### src/rtl/core/mced_pkg.sv
`default_nettype none
package mced_pkg;
   localparam int FLOORS = 16;
   localparam int CARS = 4;
   localparam int FW = 4;
   localparam int CW = 2;

   localparam logic [1:0] DIR_UP = 2'd0;
   localparam logic [1:0] DIR_DN = 2'd1;
   localparam logic [1:0] DIR_STOP = 2'd2;

   localparam logic [1:0] OP_TICK = 2'd0;
   localparam logic [1:0] OP_CALL = 2'd1;
   localparam logic [1:0] OP_DEST = 2'd2;

   // One car's view in the decide step.
   typedef struct packed {
      logic [FW-1:0] floor;
      logic [1:0]    dir;
   } car_pos_type;

   // Summary of a car's floor scan, handed from the scanner to the sequencer.
   typedef struct packed {
      logic          dest_above;
      logic          dest_below;
      logic          req_above;
      logic          req_below;
      logic [FW:0]   n_above;
      logic [FW:0]   n_below;
      logic [FW-1:0] near_hi;
      logic [FW-1:0] near_lo;
   } scan_type;
endpackage
`default_nettype wire

### src/rtl/core/multi_car_elevator_dispatch_core.sv
`default_nettype none
// Elevator dispatch core for several cars sharing one set of hall calls.
// Input words arrive on the req_ channel: a hall call or a car destination
// updates state and produces no output. A tick runs the dispatch pass. Each
// car in order counts down its door timers in the timer step, then the stop
// check looks at its own floor. If it stops there, it goes straight to the
// hand-off to the next car; else its floors are scanned one per cycle by a
// shared scanner, then the rule check decides if it can, and otherwise the
// car compares itself against the other cars, one car per cycle, before the
// hand-off. After all cars have decided, every car with idle doors that is
// heading up or down moves one floor, if not at the end of the shaft. The
// core then emits one status word per car on the rsp_ channel, at most one
// per cycle, with rsp_tlast on the last car. req_tready is low from the tick
// until the last status word is loaded. If the receiver stalls, the current
// status word holds in its register until taken.
// Synchronous reset clears all calls, destinations and timers, parks every
// car stopped at floor zero and sets the door time to three.
// csr_ writes set the door time at once; issue them only while no word is
// in flight.
module multi_car_elevator_dispatch_core
   import mced_pkg::*;
(
   input  wire logic        clock,
   input  wire logic        reset,
   input  wire logic        req_tvalid,
   output logic             req_tready,
   // tdata bits: opcode[1:0], floor[5:2], call_down[6], car[8:7], zero pad
   input  wire logic [15:0] req_tdata,
   output logic             rsp_tvalid,
   input  wire logic        rsp_tready,
   // tdata bits: car_index[1:0], car_floor[5:2], car_direction[7:6],
   // loading_left[11:8], unloading_left[15:12], destinations[31:16]
   output logic [31:0]      rsp_tdata,
   output logic             rsp_tlast,
   input  wire logic        csr_we,
   input  wire logic [3:0]  csr_wdata
);
   typedef enum logic [7:0] {
      S_IDLE  = 8'b0000_0001,
      S_PREP  = 8'b0000_0010,
      S_TOP   = 8'b0000_0100,
      S_SCAN  = 8'b0000_1000,
      S_RULE  = 8'b0001_0000,
      S_PEER  = 8'b0010_0000,
      S_FINAL = 8'b0100_0000,
      S_OUT   = 8'b1000_0000
   } state_type;

   state_type         st_ff, st_in;
   logic [3:0]        door_ff, door_in;
   logic [FLOORS-1:0] up_ff, up_in, dn_ff, dn_in;
   logic [FW-1:0]     fl_ff [CARS], fl_in [CARS];
   logic [1:0]        dir_ff [CARS], dir_in [CARS];
   logic [FLOORS-1:0] dst_ff [CARS], dst_in [CARS];
   logic [3:0]        ld_ff [CARS], ld_in [CARS];
   logic [3:0]        ul_ff [CARS], ul_in [CARS];
   logic [CW-1:0]     c_ff, c_in, j_ff, j_in;
   logic              bu_ff, bu_in, bd_ff, bd_in, ou_ff, ou_in, od_ff, od_in;
   logic [FW:0]       cu_ff, cu_in, cd_ff, cd_in;
   scan_type          sc_ff, sc_in;
   logic              scan_start, scan_done;
   scan_type          scan_res;
   logic              rv_ff, rv_in;
   logic [31:0]       rd_ff, rd_in;
   logic              rl_ff, rl_in;

   logic [1:0]    op;
   logic [FW-1:0] rfl;
   logic          rdown;
   logic [CW-1:0] rcar;
   logic [FW-1:0] cur;
   logic [1:0]    dir;
   logic [FW-1:0] of;
   logic [1:0]    odr;
   logic          same_ahead, upish, dnish, mupish, mdnish;

   assign op = req_tdata[1:0];
   assign rfl = req_tdata[5:2];
   assign rdown = req_tdata[6];
   assign rcar = req_tdata[8:7];
   assign cur = fl_ff[c_ff];
   assign dir = dir_ff[c_ff];
   assign of = fl_ff[j_ff];
   assign odr = dir_ff[j_ff];
   assign same_ahead = (of == cur) && (j_ff < c_ff);
   assign upish = (odr == DIR_UP) || (odr == DIR_STOP);
   assign dnish = (odr == DIR_DN) || (odr == DIR_STOP);
   assign mupish = (dir == DIR_UP) || (dir == DIR_STOP);
   assign mdnish = (dir == DIR_DN) || (dir == DIR_STOP);

   assign req_tready = (st_ff == S_IDLE);
   assign scan_start = (st_ff == S_TOP) && (st_in == S_SCAN);

   mced_scan u_scan (
      .clock (clock),
      .start (scan_start),
      .cur   (cur),
      .dest  (dst_ff[c_ff]),
      .calls (up_ff | dn_ff),
      .done  (scan_done),
      .res   (scan_res)
   );

   always_comb begin
      st_in = st_ff;
      door_in = csr_we ? csr_wdata : door_ff;
      up_in = up_ff;
      dn_in = dn_ff;
      fl_in = fl_ff;
      dir_in = dir_ff;
      dst_in = dst_ff;
      ld_in = ld_ff;
      ul_in = ul_ff;
      c_in = c_ff;
      j_in = j_ff;
      bu_in = bu_ff; bd_in = bd_ff; ou_in = ou_ff; od_in = od_ff;
      cu_in = cu_ff; cd_in = cd_ff;
      sc_in = sc_ff;
      rv_in = rv_ff;
      rd_in = rd_ff;
      rl_in = rl_ff;
      case (st_ff)
         S_IDLE: begin
            if (req_tvalid) begin
               case (op)
                  OP_CALL: begin
                     if (rdown) dn_in[rfl] = 1'b1;
                     else up_in[rfl] = 1'b1;
                  end
                  OP_DEST: begin
                     if (rfl != fl_ff[rcar]) begin
                        if (dir_ff[rcar] == DIR_STOP)
                           dir_in[rcar] = (rfl < fl_ff[rcar]) ? DIR_DN : DIR_UP;
                        dst_in[rcar][rfl] = 1'b1;
                     end
                  end
                  OP_TICK: begin
                     c_in = '0;
                     st_in = S_PREP;
                  end
                  default: ;
               endcase
            end
         end
         S_PREP: begin
            // Count timers down and clamp a direction that points off the shaft.
            if (ld_ff[c_ff] != 4'd0) ld_in[c_ff] = ld_ff[c_ff] - 4'd1;
            if (ul_ff[c_ff] != 4'd0) ul_in[c_ff] = ul_ff[c_ff] - 4'd1;
            if ((cur == FW'(FLOORS - 1) && dir == DIR_UP) ||
                (cur == '0 && dir == DIR_DN))
               dir_in[c_ff] = DIR_STOP;
            st_in = S_TOP;
         end
         S_TOP: begin
            st_in = S_SCAN;
            if (dst_ff[c_ff][cur]) begin
               dst_in[c_ff][cur] = 1'b0;
               if (ul_ff[c_ff] == 4'd0) ul_in[c_ff] = door_ff;
               st_in = S_FINAL;
            end else if (up_ff[cur] && dir != DIR_DN) begin
               dir_in[c_ff] = DIR_UP;
               up_in[cur] = 1'b0;
               if (ld_ff[c_ff] == 4'd0) ld_in[c_ff] = door_ff;
               st_in = S_FINAL;
            end else if (dn_ff[cur] && dir != DIR_UP) begin
               dir_in[c_ff] = DIR_DN;
               dn_in[cur] = 1'b0;
               if (ld_ff[c_ff] == 4'd0) ld_in[c_ff] = door_ff;
               st_in = S_FINAL;
            end
         end
         S_SCAN: begin
            if (scan_done) begin
               sc_in = scan_res;
               st_in = S_RULE;
            end
         end
         S_RULE: begin
            j_in = '0;
            bu_in = 1'b0; bd_in = 1'b0; ou_in = 1'b0; od_in = 1'b0;
            cu_in = '0; cd_in = '0;
            if (!sc_ff.dest_above && !sc_ff.req_above &&
                !sc_ff.dest_below && !sc_ff.req_below) begin
               dir_in[c_ff] = DIR_STOP;
               st_in = S_FINAL;
            end else if (sc_ff.dest_above && mupish) begin
               dir_in[c_ff] = DIR_UP;
               st_in = S_FINAL;
            end else if (sc_ff.dest_below && mdnish) begin
               dir_in[c_ff] = DIR_DN;
               st_in = S_FINAL;
            end else begin
               st_in = S_PEER;
            end
         end
         S_PEER: begin
            // One peer car per cycle.
            if (j_ff != c_ff) begin
               if (upish && sc_ff.req_above) begin
                  if ((of > cur && of <= sc_ff.near_hi) || same_ahead) bu_in = 1'b1;
                  if (of > cur || same_ahead) cu_in = cu_in + 1'b1;
               end
               if (dnish && sc_ff.req_below) begin
                  if ((of < cur && of >= sc_ff.near_lo) || same_ahead) bd_in = 1'b1;
                  if (of < cur || same_ahead) cd_in = cd_in + 1'b1;
               end
               if (upish && sc_ff.req_below && sc_ff.near_lo >= of &&
                   (sc_ff.near_lo - of) < (cur - sc_ff.near_lo)) begin
                  ou_in = 1'b1;
                  cd_in = cd_in + 1'b1;
               end
               if (dnish && sc_ff.req_above && of >= sc_ff.near_hi &&
                   (of - sc_ff.near_hi) < (sc_ff.near_hi - cur)) begin
                  od_in = 1'b1;
                  cu_in = cu_in + 1'b1;
               end
            end
            j_in = j_ff + 1'b1;
            if (j_ff == CW'(CARS - 1)) begin
               if (mupish && sc_ff.req_above && !bu_in && !od_in)
                  dir_in[c_ff] = DIR_UP;
               else if (mdnish && sc_ff.req_below && !bd_in && !ou_in)
                  dir_in[c_ff] = DIR_DN;
               else if (mupish && sc_ff.req_above && cu_in < sc_ff.n_above)
                  dir_in[c_ff] = DIR_UP;
               else if (mdnish && sc_ff.req_below && cd_in < sc_ff.n_below)
                  dir_in[c_ff] = DIR_DN;
               else
                  dir_in[c_ff] = DIR_STOP;
               st_in = S_FINAL;
            end
         end
         S_FINAL: begin
            if (c_ff == CW'(CARS - 1)) begin
               for (int k = 0; k < CARS; k++) begin
                  if (ld_ff[k] == 4'd0 && ul_ff[k] == 4'd0) begin
                     if (dir_ff[k] == DIR_UP && fl_ff[k] != FW'(FLOORS - 1))
                        fl_in[k] = fl_ff[k] + 1'b1;
                     else if (dir_ff[k] == DIR_DN && fl_ff[k] != '0)
                        fl_in[k] = fl_ff[k] - 1'b1;
                  end
               end
               c_in = '0;
               st_in = S_OUT;
            end else begin
               c_in = c_ff + 1'b1;
               st_in = S_PREP;
            end
         end
         S_OUT: begin
            if (!rv_ff || rsp_tready) begin
               rv_in = 1'b1;
               rd_in = {dst_ff[c_ff], ul_ff[c_ff], ld_ff[c_ff], dir_ff[c_ff],
                        fl_ff[c_ff], c_ff};
               rl_in = (c_ff == CW'(CARS - 1));
               c_in = c_ff + 1'b1;
               if (c_ff == CW'(CARS - 1)) st_in = S_IDLE;
            end
         end
         default: st_in = S_IDLE;
      endcase
      if (rv_ff && rsp_tready && st_ff != S_OUT) rv_in = 1'b0;
   end

   always_ff @(posedge clock) begin
      if (reset) begin
         st_ff <= S_IDLE;
         door_ff <= 4'd3;
         up_ff <= '0;
         dn_ff <= '0;
         for (int k = 0; k < CARS; k++) begin
            fl_ff[k] <= '0;
            dir_ff[k] <= DIR_STOP;
            dst_ff[k] <= '0;
            ld_ff[k] <= '0;
            ul_ff[k] <= '0;
         end
         c_ff <= '0;
         rv_ff <= 1'b0;
      end else begin
         st_ff <= st_in;
         door_ff <= door_in;
         up_ff <= up_in;
         dn_ff <= dn_in;
         fl_ff <= fl_in;
         dir_ff <= dir_in;
         dst_ff <= dst_in;
         ld_ff <= ld_in;
         ul_ff <= ul_in;
         c_ff <= c_in;
         rv_ff <= rv_in;
      end
      j_ff <= j_in;
      bu_ff <= bu_in; bd_ff <= bd_in; ou_ff <= ou_in; od_ff <= od_in;
      cu_ff <= cu_in; cd_ff <= cd_in;
      sc_ff <= sc_in;
      rd_ff <= rd_in;
      rl_ff <= rl_in;
   end

   assign rsp_tvalid = rv_ff;
   assign rsp_tdata = rd_ff;
   assign rsp_tlast = rl_ff;

   a_ready_idle: assert property (@(posedge clock) disable iff (reset)
      req_tready |-> (st_ff == S_IDLE)) else $error("ready outside idle");
   a_hold: assert property (@(posedge clock) disable iff (reset)
      rsp_tvalid && !rsp_tready |=> rsp_tvalid && $stable(rsp_tdata))
      else $error("stalled word changed");
   a_last_car: assert property (@(posedge clock) disable iff (reset)
      rsp_tvalid && rsp_tlast |-> rsp_tdata[1:0] == CW'(CARS - 1))
      else $error("last flag on wrong car");
   a_onehot: assert property (@(posedge clock) disable iff (reset) $onehot(st_ff))
      else $error("state not one-hot");
endmodule
`default_nettype wire

### src/rtl/core/mced_scan.sv
`default_nettype none
module mced_scan
   import mced_pkg::*;
(
   input  wire logic              clock,
   input  wire logic              start,
   input  wire logic [FW-1:0]     cur,
   input  wire logic [FLOORS-1:0] dest,
   input  wire logic [FLOORS-1:0] calls,
   output logic                   done,
   output scan_type               res
);
   // Walks one floor per cycle, comparing it with the current floor.
   logic [FW:0] idx_ff, idx_in;
   logic        busy_ff, busy_in;
   scan_type    res_ff, res_in;
   logic [FW-1:0] f;

   assign f = idx_ff[FW-1:0];

   always_comb begin
      idx_in = idx_ff;
      busy_in = busy_ff;
      res_in = res_ff;
      if (start) begin
         idx_in = '0;
         busy_in = 1'b1;
         res_in = '0;
      end else if (busy_ff) begin
         if (f > cur) begin
            if (dest[f]) res_in.dest_above = 1'b1;
            if (calls[f]) begin
               if (!res_ff.req_above) res_in.near_hi = f;
               res_in.req_above = 1'b1;
               res_in.n_above = res_ff.n_above + 1'b1;
            end
         end else if (f < cur) begin
            if (dest[f]) res_in.dest_below = 1'b1;
            if (calls[f]) begin
               res_in.near_lo = f;
               res_in.req_below = 1'b1;
               res_in.n_below = res_ff.n_below + 1'b1;
            end
         end
         idx_in = idx_ff + 1'b1;
         if (idx_ff == (FW+1)'(FLOORS - 1)) busy_in = 1'b0;
      end
   end

   always_ff @(posedge clock) begin
      idx_ff <= idx_in;
      busy_ff <= busy_in;
      res_ff <= res_in;
   end

   assign done = busy_ff && (idx_ff == (FW+1)'(FLOORS - 1));
   assign res = res_in;
endmodule
`default_nettype wire
### config.mk
export PLATFORM = sky130hd
export DESIGN_NAME = multi_car_elevator_dispatch_core
export DESIGN_NICKNAME = d
export VERILOG_FILES = /design/src/rtl/core/mced_pkg.sv /design/src/rtl/core/multi_car_elevator_dispatch_core.sv /design/src/rtl/core/mced_scan.sv
export SDC_FILE = /design/constraint.sdc
export NUM_CORES = 1
export LEC_CHECK = 0
export BUFFER_PORTS_ARGS = -buffer_cell sky130_fd_sc_hd__buf_2
export CAP_MARGIN = 15
export CORE_ASPECT_RATIO = 1.75
export CORE_MARGIN = 5
export CORE_UTILIZATION = 35
export CTS_BUF_LIST = sky130_fd_sc_hd__clkbuf_8
export DETAILED_ROUTE_END_ITERATION = 7
export PLACE_DENSITY_LB_ADDON = 0.12
export SYNTH_ARGS = -nofsm -noshare
export SYNTH_HDL_FRONTEND = slang
export SYNTH_SLANG_ARGS = --single-unit
export TNS_END_PERCENT = 50
### constraint.sdc
create_clock -name clock -period 5.7 [get_ports clock]
set_input_delay 1.425 -clock clock [delete_from_list [all_inputs] [get_ports clock]]
set_output_delay 1.425 -clock clock [all_outputs]
set_load 0.03 [all_outputs]
## Yosys cells after proc, flatten, opt, wreduce, memory -nomap -nowiden

Cells that the tools add are included.

- Register bits after elaboration: 266
- Latch bits: 0
- Memory bits (writable): 0
- Memory bits (read-only): 0
- Input port bits: 25
- Word-level logic and storage cells: 478
- Memories: 0

- $add $sub $neg: 23
- Multiply operators: 0
- Divide/modulo/power cells: 0
- $lt $le $gt $ge: 24
- Equality and inequality tests: 54
- Shift operators: 0
- Multiplexer cells: 189
- Bitwise logic cells: 20
- Reduce and logical (&&, ||, !) cells: 115

Operator list:

| kind | count |
|---|---|
| 16-bit two-way mux | 23 |
| 64-bit two-way mux | 4 |
| 8-bit two-way mux | 23 |
| 16-bit case mux with 2 select lines | 4 |
| 64-bit case mux with 2 select lines | 1 |
| 4-bit two-way mux | 25 |
| 5-bit two-way mux | 19 |
| 64-bit AND | 1 |
| 16-bit bitwise mux | 4 |
| 16-bit demux with 2-bit select | 2 |
| 64-bit inverter | 1 |
| 64-bit OR | 1 |
| 8-bit case mux with 8 select lines | 1 |
| 1-bit logical AND | 48 |
| 16-bit OR | 3 |
| 4-bit zero test | 11 |
| 22-bit two-way mux | 2 |
| 7-bit two-way mux | 6 |
| 4-bit binary-select mux with 2-bit select | 5 |
| 8-bit case mux with 5 select lines | 1 |
| 5-bit by 1-bit adder with 5-bit output, second input constant | 7 |
| 1-bit two-way mux | 34 |
| 16-bit AND | 2 |
| 16-bit binary-select mux with 2-bit select | 1 |
| 66 further kinds | 196 |

## Logic depth before layout (Yosys ltp)

- Depth in word-level cells: 23
- Mapped depth: 28
- Depth with buffers taken out: 24

## Hierarchy

Synthesis repeated with hierarchy kept, for this count alone.

- Cell total of the unflattened synthesis: 1,533
- Area, all modules: 15,030.7 um2

By module, submodules not included:

| module | instances | cells each | area each (um2) | seq. area each (um2) |
|---|---|---|---|---|
| multi_car_elevator_dispatch_core | 1 | 1,369 | 13,456.7 | 5,475.3 |
| mced_scan | 1 | 164 | 1,574.0 | 560.5 |

## Worst setup path before layout

Ideal clock, no wire load.

- Path type: register to register
- Start: register c_ff[0]
- End: register dir_ff[4] (netlist bit)
- Library setup time: 0.137 ns
- Arrival time: 5.462 ns
- Data required time: 5.563 ns
- Setup slack: 0.101 ns
- Cell stages (with the launch flop): 27
- Path buffers: 4
- Cells stage by stage: dfxtp_1 > buf_6 > mux4_1 > buf_2 > buf_2 > buf_2 > inv_1 > ha_1 > nand4_1 > or3_1 > a21boi_0 > nor3b_1 > xnor2_1 > ha_1 > a31oi_1 > nor3b_1 > o21ai_0 > a21oi_1 > xor2_1 > ha_1 > o2111ai_1 > a31oi_1 > nor2_1 > mux2i_1 > o21ai_0 > a2111oi_0 > o32ai_1

- Word-level cells in the longest chain between the ends: 23
- Elaborated cells between the ends (all ways): 122

RTL lines:

| what | line | source |
|---|---|---|
| from (decl) | multi_car_elevator_dispatch_core.sv:57 | `logic [CW-1:0] c_ff, c_in, j_ff, j_in;` |
| from (signal assigned) | multi_car_elevator_dispatch_core.sv:290 | `c_ff <= c_in;` |
| 2-bit inverter with 3-bit output (not written as such) (*) | multi_car_elevator_dispatch_core.sv:81 | `assign cur = fl_ff[c_ff];` |
| 4-bit binary-select mux with 2-bit select (*) | multi_car_elevator_dispatch_core.sv:81 |  |
| 4-bit two-way mux (not written as such) (*) (2 in a row) | multi_car_elevator_dispatch_core.sv:81 |  |
| via cur[3] | multi_car_elevator_dispatch_core.sv:71 | `logic [FW-1:0] cur;` |
| branches (longest 19 deep; another with 5-bit by 1-bit adder with 5-bit output) | -- |  |
| to (signal assigned) | multi_car_elevator_dispatch_core.sv:286 | `dir_ff <= dir_in;` |
| to (decl) | multi_car_elevator_dispatch_core.sv:53 | `logic [1:0] dir_ff [CARS], dir_in [CARS];` |

Mark *: on every way through the listed nets, which the timed path passes. The select of a mux whose other input is x is not followed.
A chain may end at the register's enable or synchronous reset.

## Final worst setup path

- Start: register j_ff[0]
- End: register dir_ff[5] (netlist bit)

- Word-level cells in the longest chain between the ends: 23
- Elaborated cells between the ends (all ways): 91

RTL lines:

| what | line | source |
|---|---|---|
| from (decl) | multi_car_elevator_dispatch_core.sv:57 |  |
| from (signal assigned) | multi_car_elevator_dispatch_core.sv:293 | `j_ff <= j_in;` |
| branches (longest 23 deep; another with 5-bit by 1-bit adder with 5-bit output) | -- |  |

Several ways; the timed one is not identified. The select of a mux whose other input is x is not followed.

==> impl_metrics.env <==
export IMPL_worst_pin_slew_ns=1.20
export IMPL_htreeDepth=2
export IMPL_drv_cap=0
export IMPL_numPortBuffers=52
export IMPL_min_period_over_period=0.979
export IMPL_setup_violations=0
export IMPL_totalWireLength_um=51600
export IMPL_rrSetupSlack_ns=0.12
export IMPL_vdd_drop_max_mv=0.157
export IMPL_dieArea_mm2=0.0471
export IMPL_drc=0
export IMPL_die_h_um=284
export IMPL_rsz0062_at_grt="yes"
export IMPL_cts_buffers=44
export IMPL_syn2layout_area_growth_pct=15.6
export IMPL_slowest_delay_ns=0.63
export IMPL_arrival_ns=6.05
export IMPL_gr_total_overflow=0
export IMPL_syn_area_mm2=0.0150
export IMPL_n_fill_cell=4231
export IMPL_fin_skew_ns=0.0350
export IMPL_p_per_area_mw_per_mm2=262
export IMPL_maxSlewHeadroom=0.199
export IMPL_synth_edf_count=71
export IMPL_startpoint_type="flip-flop"
export IMPL_initial_core_util=0.353
export IMPL_worstPathRequired_ns=6.17
export IMPL_hold_viol_final=0
export IMPL_wl_per_cell_um=22.8
export IMPL_slowest_stage="mux4_2"
export IMPL_ioPinCount=60
export IMPL_preCtsSetupSlack_ns=-0.373
export IMPL_startpoint="j_ff[0]"
export IMPL_crit_type="flip-flop to flip-flop"
export IMPL_fp_dieW_um=166
export IMPL_holdPathStages=2
export IMPL_clock_path_buffers=3
export IMPL_grt_pass1_wl_um=78700
export IMPL_clock_sinks=266
export IMPL_r2r_end="dir_ff[5]"
export IMPL_ys_warn_count=0
export IMPL_ctsHoldBuffers=0
export IMPL_worstSkewPairLatency_ns=0.59
export IMPL_finalPower_mw=4.53
export IMPL_num_rows=100
export IMPL_layout_commonest_cell="nor2_1"
export IMPL_setup_ws_ns=0.118
export IMPL_grt_pass1_vias=13200
export IMPL_drt_iter0_drc=927
export IMPL_hold_end="dst_ff[58]"
export IMPL_crit_chain="mux4_2, ha_4, fa_2, inv_2, ha_4, a211o_1, a2111oi_4, buf_4, and2_4, buf_6, o2111ai_4, a21oi_2, xor2_1, ha_1, a21o_1, a211o_1, nor2_2, mux2i_4, buf_6, nand4b_1, a21boi_1, buf_4, a21o_1"
export IMPL_routed_via_density=5.63
export IMPL_ys_seq_area_frac=0.403
export IMPL_hpwl_um=38100
export IMPL_synthCells=1577
export IMPL_synth_ff_type="dfxtp_1"
export IMPL_worstPathMaxFanout=5
export IMPL_antenna_found_initial=1
export IMPL_drive_above_1_share=0.171
export IMPL_min_path_type="flip-flop to flip-flop"
export IMPL_grt_total_usage=0.212
export IMPL_async_reset_ff_frac=0
export IMPL_grt_max_degree=90
export IMPL_ctsRootBufferMaster="clkbuf_8"
export IMPL_ys_types=86
export IMPL_place_congestion=0.922
export IMPL_r2r_cells=23
export IMPL_hold_start="dst_ff[58]"
export IMPL_vias=12700
export IMPL_layout_nets=1766
export IMPL_syn_nets=1678
export IMPL_r2r_start="j_ff[0]"
export IMPL_ant_nets=0
export IMPL_maxSlewViolCount=0
export IMPL_min_period_ns=5.58
export IMPL_dr_pass1_iters=5
export IMPL_clk_pin_slew_ns=0.06
export IMPL_layout_common_cells="nor2_1, dfxtp_1, nand2_1"
export IMPL_cts_tree="done"
export IMPL_fmax_mhz=179
export IMPL_p_leak_nw=6.18
export IMPL_core_mm2=0.0424
export IMPL_avgSynthCellArea_um2=9.49
export IMPL_status="finished clean"
export IMPL_synth_seq_cells=266
export IMPL_whs_ns=0.471
export IMPL_cp_end_kind="flip-flop"
through the flow:
step                      TNS, ns  std cells  utilization  instance area [um^2]
after floorplan                 0       1577            -                 15000
after global placement      -1.50       2170        0.379                 16100
after detailed placement    -1.80       2170        0.379                 16100
after CTS                       0       2252        0.401                 17000
after global routing       -0.321       2263        0.408                 17300
final                           0       2263        0.408                 17300
cells in the mapped netlist (43+ instances only):
library cell	instances	area share
a21oi_1	89	0.030
inv_1	64	0.016
o21ai_0	43	0.014
nand3_1	45	0.015
nand2_1	89	0.022
ha_1	68	0.057
mux2i_1	68	0.045
nor3_1	60	0.020
edfxtp_1	71	0.14
clkbuf_1	55	0.014
nor2_1	225	0.056
a211oi_1	65	0.033
dfxtp_1	195	0.26
a31oi_1	50	0.021
flip-flops by register name (all words and copies together), names as in the netlist, 5 cells and up:
register / cells
rsp_tdata: 32
u_scan.res_ff: 22
ld_ff: 16
u_scan.idx_ff: 5
fl_ff: 16
sc_ff: 22
dst_ff: 64
cd_ff: 5
ul_ff: 16
st_ff: 8
dir_ff: 8
dn_ff: 16
cu_ff: 5
up_ff: 16
critical path: cells and delay by family, from the launching register on:
| kind | cells | cell delay, ns |
|---|---|---|
| xor+xnor | 1 | 0.19 |
| mux | 2 | 0.74 |
| flops | 1 | 0.47 |
| simple gates | 3 | 0.47 |
| buf+inv | 5 | 0.63 |
| compound gates | 8 | 1.75 |
| fa+ha+maj | 4 | 1.21 |
layout make-up:
class	instances	area (um^2)	area share
multi-input cells	1158	8510	0.492
flip-flops and latches	266	6040	0.349
repair buffers	129	880	0.0509
well taps	561	702	0.0406
clock buffers	49	674	0.0390
inverters	66	250	0.0145
clock inverters	33	230	0.0133
diodes	1	2.50	0.000145
power breakdown:
part,internal (mW),leakage (nW),switching (mW)
logic,0.225,3.50,0.389
registers,2.05,2.17,0.105
clock network,0.934,0.506,0.832
metal layers:
layer / track usage / vias to the layer above / part of all wire
li1: - / 6000 / -
met1: 0.233 / 6238 / 0.37
met2: 0.398 / 354 / 0.53
met3: 0.0266 / 149 / 0.038
met4: 0.108 / 0 / 0.059
met5: 0 / - / 0
cell families (layout without fill, tap and decap cells):
group,after synthesis,count (layout),share of synthesized area
other,0,1,0
muxes,114,114,0.114
buffers and inverters,153,277,0.0428
xor gates and xnor gates,59,59,0.0345
AOI/OAI and AO/OA,350,350,0.159
DFF,266,266,0.403
and+or+nand+nor,559,559,0.178
adders and majority gates,76,76,0.0676
repair_timing:
| action | CTS | global route |
|---|---|---|
| setup endpoints to repair | 8 | 8 |
| buffers inserted | 0 | 10 |
| gates resized for setup | 7 | 52 |
| pin swaps | 0 | 40 |
worst max path at each step:
stage,end,slack [ns],depth (start not counted)
2_1_floorplan,dir_ff[4],0.10,26
3_3_place_gp,dir_ff[4],-0.32,22
3_5_place_dp,dir_ff[4],-0.37,22
4_1_cts,dir_ff[4],0.006,27
5_1_grt,dir_ff[1],-0.07,26
6_report,dir_ff[5],0.12,23
Note: power is estimated with default switching activity, not from simulation.
